<file path="src/tcce_pkg.sv">
// ----------------------------------------------------------------------------
// tcce_pkg
// Shared sizes, codes, types and helpers for the text console character
// engine.
// ----------------------------------------------------------------------------
package tcce_pkg;

    localparam int COLUMNS   = 80;
    localparam int ROWS      = 25;
    localparam int CELLS     = COLUMNS * ROWS;

    localparam int ADDR_W    = $clog2(CELLS);
    localparam int COL_W     = $clog2(COLUMNS);
    localparam int ROW_W     = $clog2(ROWS);
    localparam int FCNT_W    = $clog2(CELLS + 1);

    localparam int MODE_W    = 2;
    localparam int CHAR_W    = 8;
    localparam int IDX_W     = 11;
    localparam int POS_W     = 11;
    localparam int CELL_W    = 16;
    localparam int COLOR_W   = 4;
    localparam int CFG_IDX_W = 1;
    localparam int EXT_W     = ((ADDR_W > IDX_W) ? ADDR_W : IDX_W) + 1;

    localparam int TAB_STEP  = 8;

    localparam logic [MODE_W-1:0] MODE_PUT   = 2'd0;
    localparam logic [MODE_W-1:0] MODE_CLEAR = 2'd1;
    localparam logic [MODE_W-1:0] MODE_READ  = 2'd2;

    localparam logic [CHAR_W-1:0] CH_BS      = 8'h08;
    localparam logic [CHAR_W-1:0] CH_TAB     = 8'h09;
    localparam logic [CHAR_W-1:0] CH_LF      = 8'h0A;
    localparam logic [CHAR_W-1:0] CH_CR      = 8'h0D;
    localparam logic [CHAR_W-1:0] CH_SPACE   = 8'h20;
    localparam logic [CHAR_W-1:0] CH_LAST    = 8'h7F;

    localparam logic [CFG_IDX_W-1:0] REG_FORE = 1'd0;
    localparam logic [CFG_IDX_W-1:0] REG_BACK = 1'd1;

    localparam logic [COLOR_W-1:0] RESET_FORE = 4'hF;
    localparam logic [COLOR_W-1:0] RESET_BACK = 4'h0;

    typedef struct packed {
        logic load;
        logic put_apply;
        logic clear_start;
        logic read_issue;
        logic fill_step;
        logic out_load;
    } t_cmd;

    typedef struct packed {
        logic is_put;
        logic is_clear;
        logic is_read;
        logic need_scroll;
        logic fill_last;
        logic out_free;
    } t_status;

    typedef struct packed {
        logic                 we;
        logic [CFG_IDX_W-1:0] idx;
        logic [COLOR_W-1:0]   data;
    } t_cfg_wr;

    function automatic logic [CELL_W-1:0] blank_cell(
        input logic [COLOR_W-1:0] fore,
        input logic [COLOR_W-1:0] back
    );
        return {back, fore, CH_SPACE};
    endfunction

endpackage

</file>
<file path="src/tcce_ctrl.sv">
// ----------------------------------------------------------------------------
// tcce_ctrl
// Sequencer: initial clear sweep, item decode, fill sweeps, cell reads and
// result hand-off.
// ----------------------------------------------------------------------------
module tcce_ctrl (
    input  logic              i_clk,
    input  logic              i_rst_n,
    input  logic              i_in_valid,
    output logic              o_in_ready,
    input  tcce_pkg::t_status i_status,
    output tcce_pkg::t_cmd    o_cmd
);

    typedef enum logic [5:0] {
        S_INIT = 6'b000001,
        S_IDLE = 6'b000010,
        S_EXEC = 6'b000100,
        S_READ = 6'b001000,
        S_FILL = 6'b010000,
        S_DONE = 6'b100000
    } t_state;

    t_state r_state;
    t_state n_state;

    always_ff @(posedge i_clk) begin
        if (!i_rst_n) begin
            r_state <= S_INIT;
        end else begin
            r_state <= n_state;
        end
    end

    assign o_in_ready = (r_state == S_IDLE);

    always_comb begin
        n_state = r_state;
        o_cmd   = '0;
        case (r_state)
            S_INIT: begin
                o_cmd.fill_step = 1'b1;
                if (i_status.fill_last) begin
                    n_state = S_IDLE;
                end
            end
            S_IDLE: begin
                if (i_in_valid) begin
                    o_cmd.load = 1'b1;
                    n_state    = S_EXEC;
                end
            end
            S_EXEC: begin
                if (i_status.is_put) begin
                    o_cmd.put_apply = 1'b1;
                    n_state = i_status.need_scroll ? S_FILL : S_DONE;
                end else if (i_status.is_clear) begin
                    o_cmd.clear_start = 1'b1;
                    n_state = S_FILL;
                end else if (i_status.is_read) begin
                    o_cmd.read_issue = 1'b1;
                    n_state = S_READ;
                end else begin
                    n_state = S_DONE;
                end
            end
            S_READ: begin
                n_state = S_DONE;
            end
            S_FILL: begin
                o_cmd.fill_step = 1'b1;
                if (i_status.fill_last) begin
                    n_state = S_DONE;
                end
            end
            S_DONE: begin
                if (i_status.out_free) begin
                    o_cmd.out_load = 1'b1;
                    n_state = S_IDLE;
                end
            end
            default: begin
                n_state = S_IDLE;
            end
        endcase
    end

endmodule

</file>
<file path="config.mk">
export PLATFORM = sky130hd
export DESIGN_NAME = tcce_ctrl
export DESIGN_NICKNAME = d
export VERILOG_FILES = /design/src/tcce_pkg.sv /design/src/tcce_ctrl.sv
export SDC_FILE = /design/constraint.sdc
export NUM_CORES = 1
export LEC_CHECK = 0
export BUFFER_PORTS_ARGS = -buffer_cell sky130_fd_sc_hd__buf_4
export CAP_MARGIN = 20
export CORE_AREA = 2 2 39 41
export DETAILED_ROUTE_END_ITERATION = 8
export DIE_AREA = 0 0 41 43
export GPL_TIMING_DRIVEN = 1
export REMOVE_ABC_BUFFERS = 1
export SLEW_MARGIN = 20
export SYNTH_ARGS = -nofsm -noshare
export SYNTH_HDL_FRONTEND = slang
export SYNTH_SLANG_ARGS = --single-unit
export TNS_END_PERCENT = 50
</file>
<file path="constraint.sdc">
create_clock -name i_clk -period 1.4 [get_ports i_clk]
set_input_delay 0.14 -clock i_clk [delete_from_list [all_inputs] [get_ports i_clk]]
set_output_delay 0.14 -clock i_clk [all_outputs]
set_load 0.02 [all_outputs]
</file>
==> flow_summary.json <==
{
  "crit_required_ns": 1.26,
  "status": "complete, but fails checks",
  "finalPower_uw": 492,
  "crit_fanout": 4,
  "wl_per_cell_um": 11.6,
  "critPathKind": "reg2out",
  "async_flop_share": 0,
  "rows": 14,
  "pin_count": 16,
  "p_clk_frac": 0.308,
  "synthesis.area_um2": 403,
  "regMostFlops": "r_state",
  "cp-startpoint": "r_state[4]",
  "drt_wl_total_mm": 1.09,
  "ir_drop_v": 0.000400,
  "viasPerCell": 4.83,
  "start_kind": "flop",
  "r2r_slack_ns": -0.22,
  "yosysUniqueCellTypes": 25,
  "port_buffers": 15,
  "pwr-share-comb": 0.317,
  "syn2layout_area_growth_pct": 73.3,
  "synthTopCellsByArea": "dfxtp_1 (30%), xor2_1 (6.5%), nor4b_4 (5.9%), nor3_1 (5.0%), nand2_1 (4.7%)",
  "gr-total-overflow": 0,
  "ys.flop_type": "dfxtp_1",
  "synth_top_area_share": 0.298,
  "ys_ff_latch": 6,
  "largestRegisters": "r_state: 6 flops",
  "finalCritPeriodShare": 1.23,
  "dr_total_vias": 454,
  "firstDrtPassIters": 2,
  "h-tree-depth": 1,
  "synth_edf_count": 0,
  "ant_nets": 0,
  "fp.dieH_um": 43,
  "swShare": 0.266,
  "fin_cells": 94,
  "fin_area_um2": 698,
  "yosys-top-cells-count": "dfxtp_1 (6), nand2_1 (5), nor3_1 (4), nor2_1 (3), xor2_1 (3)",
  "max_freq_mhz": 581,
  "slew_headroom": 0.774,
  "critPathArrivalTime_ns": 1.58,
  "r2r_end": "r_state[5]",
  "grt_pass1_wl_mm": 1.73,
  "cts_tree": "built",
  "holdBufCountCts": 0,
  "reg2reg_from": "r_state[4]",
  "fin_crit_ns": 1.72,
  "drive_gt1_frac": 0.577,
  "slew_viol_final": 0,
  "hpwl_um": 832,
  "yosysWarnings": 0,
  "fill_cells": 140,
  "clock_sinks": 6,
  "gp_congestion": 0.740,
  "finalSetupViolCount": 10,
  "pwr-share-seq": 0.375,
  "track_usage": 0.149,
  "clkTransAtPathRegs_ns": 0.04,
  "endpoint_kind": "primary output",
  "numCtsBuffers": 3,
  "hold_path_class": "in2reg",
  "diodes": 0,
  "preCtsSetupSlack_ns": -0.111,
  "clk_latency_ns": 0.24,
  "grt_pass1_vias": 422,
  "synth_area_leader_cell": "dfxtp_1",
  "maxCapViolations": 0,
  "switchingPower_uw": 131,
  "clk_path_buf_depth": 2,
  "failed_checks": "setup timing",
  "initial_core_util": 0.291,
  "rr_worst_depth": 5,
  "core_um2": 1380,
  "p_int_uw": 361,
  "yosysMostFrequentCell": "dfxtp_1",
  "clockRootBuffer": "clkbuf_4",
  "p_per_area_nw_per_um2": 705,
  "die-area_um2": 1760,
  "dpl_cell_area_um2": 611,
  "dp.cells": 88,
  "syn_avg_cell_area_um2": 8.57,
  "fp.dieW_um": 41,
  "largest_register_ffs": 6,
  "hold_viol_final": 0,
  "rsz0062_at_grt": "true",
  "layout.nets": 89,
  "drc": 0,
  "whs_path_depth": 2,
  "timing.final.ws_setup_ns": -0.320,
  "synthCells": 47,
  "drtIter0Drc": 4,
  "antenna_found_initial": 0,
  "grt_max_degree": 8,
  "worst_slew_pin_slew_ns": 0.337,
  "fin_skew_ns": 0.00441,
  "p_leak_uw": 0.000324,
  "critPathCapture": "o_cmd[5]",
  "synth-seq-area-share": 0.298
}
power groups by stage:
stage          Combinational (uW)  Clock, uW  Sequential (uW)
6_report                      156        152              185
5_1_grt                       169        176              185
4_1_cts                       149        161              184
3_5_place_dp                  134          0              187
3_3_place_gp                  133          0              187
2_1_floorplan                63.4          0              190
critical path: stages, from the launching register on:
cell     delay, ns
dfxtp_2       0.31
or4_4         0.57
nor3b_4       0.20
and2_1        0.14
buf_4         0.13
routing by layer:
layer,wire (um),track usage
met1,489,0.185
met2,537,0.219
met3,41,0.0314
met4,19,0.100
met5,0,0
cells by family after synthesis:
| logic type | after synthesis | share of synthesized area |
|---|---|---|
| mux | 1 | 0.0279 |
| flops | 6 | 0.298 |
| compound gates | 6 | 0.0932 |
| buf+inv | 2 | 0.0186 |
| simple gates | 29 | 0.497 |
| xor+xnor | 3 | 0.0652 |
per-stage QoR:
stage	hold WS, ns	util	TNS [ns]
final	0.111	0.505	-1.96
after global routing	0.105	0.505	-2.83
after CTS	0.104	0.495	-1.96
after detailed placement	0.366	0.441	-0.311
after global placement	0.359	0.441	-0.281
after floorplan	0.202	-	-1.04
timing repair:
action | CTS | global route
gates resized for setup | 7 | 3
setup buffers | 3 | 0
pin swaps | 4 | 2
setup endpoints to repair | 11 | 11
final cells by class:
| type | instances | area [um^2] | share of cell area |
|---|---|---|---|
| Clock buffer | 3 | 22.5 | 0.0323 |
| Inverter | 2 | 7.51 | 0.0108 |
| Multi-Input combinational cell | 39 | 312 | 0.446 |
| Sequential cell | 6 | 123 | 0.176 |
| Tap cell | 16 | 20.0 | 0.0287 |
| Timing Repair Buffer | 28 | 214 | 0.306 |
worst min-delay path by stage:
stage | start | to | slack (ns)
after floorplan | i_rst_n | r_state[0] | 0.20
after global placement | i_rst_n | r_state[0] | 0.36
after detailed placement | i_rst_n | r_state[0] | 0.37
after CTS | i_rst_n | r_state[0] | 0.10
after global routing | i_rst_n | r_state[0] | 0.10
final | i_rst_n | r_state[0] | 0.11
placed cells by master, fill, tap and decap left out:
| cell | count |
|---|---|
| a21oi_1 | 1 |
| a2bb2oi_1 | 1 |
| a31oi_1 | 2 |
| and2_1 | 2 |
| and3_1 | 2 |
| buf_4 | 27 |
| buf_6 | 1 |
| clkbuf_4 | 3 |
| dfxtp_1 | 4 |
| dfxtp_2 | 2 |
| inv_1 | 2 |
| mux2_2 | 1 |
| nand2_1 | 5 |
| nand3_1 | 2 |
| nand4b_1 | 2 |
| nor2_1 | 2 |
| nor2_2 | 1 |
| nor2_4 | 1 |
| nor2b_1 | 1 |
| nor3_1 | 2 |
| nor3_2 | 2 |
| nor3b_2 | 1 |
| nor3b_4 | 1 |
| nor4_1 | 1 |
| nor4b_2 | 1 |
| nor4b_4 | 1 |
| o21ai_0 | 1 |
| o22ai_1 | 1 |
| or3b_2 | 1 |
| or4_4 | 1 |
| xor2_1 | 2 |
| xor2_2 | 1 |
Power figures use the tool's default switching activity.
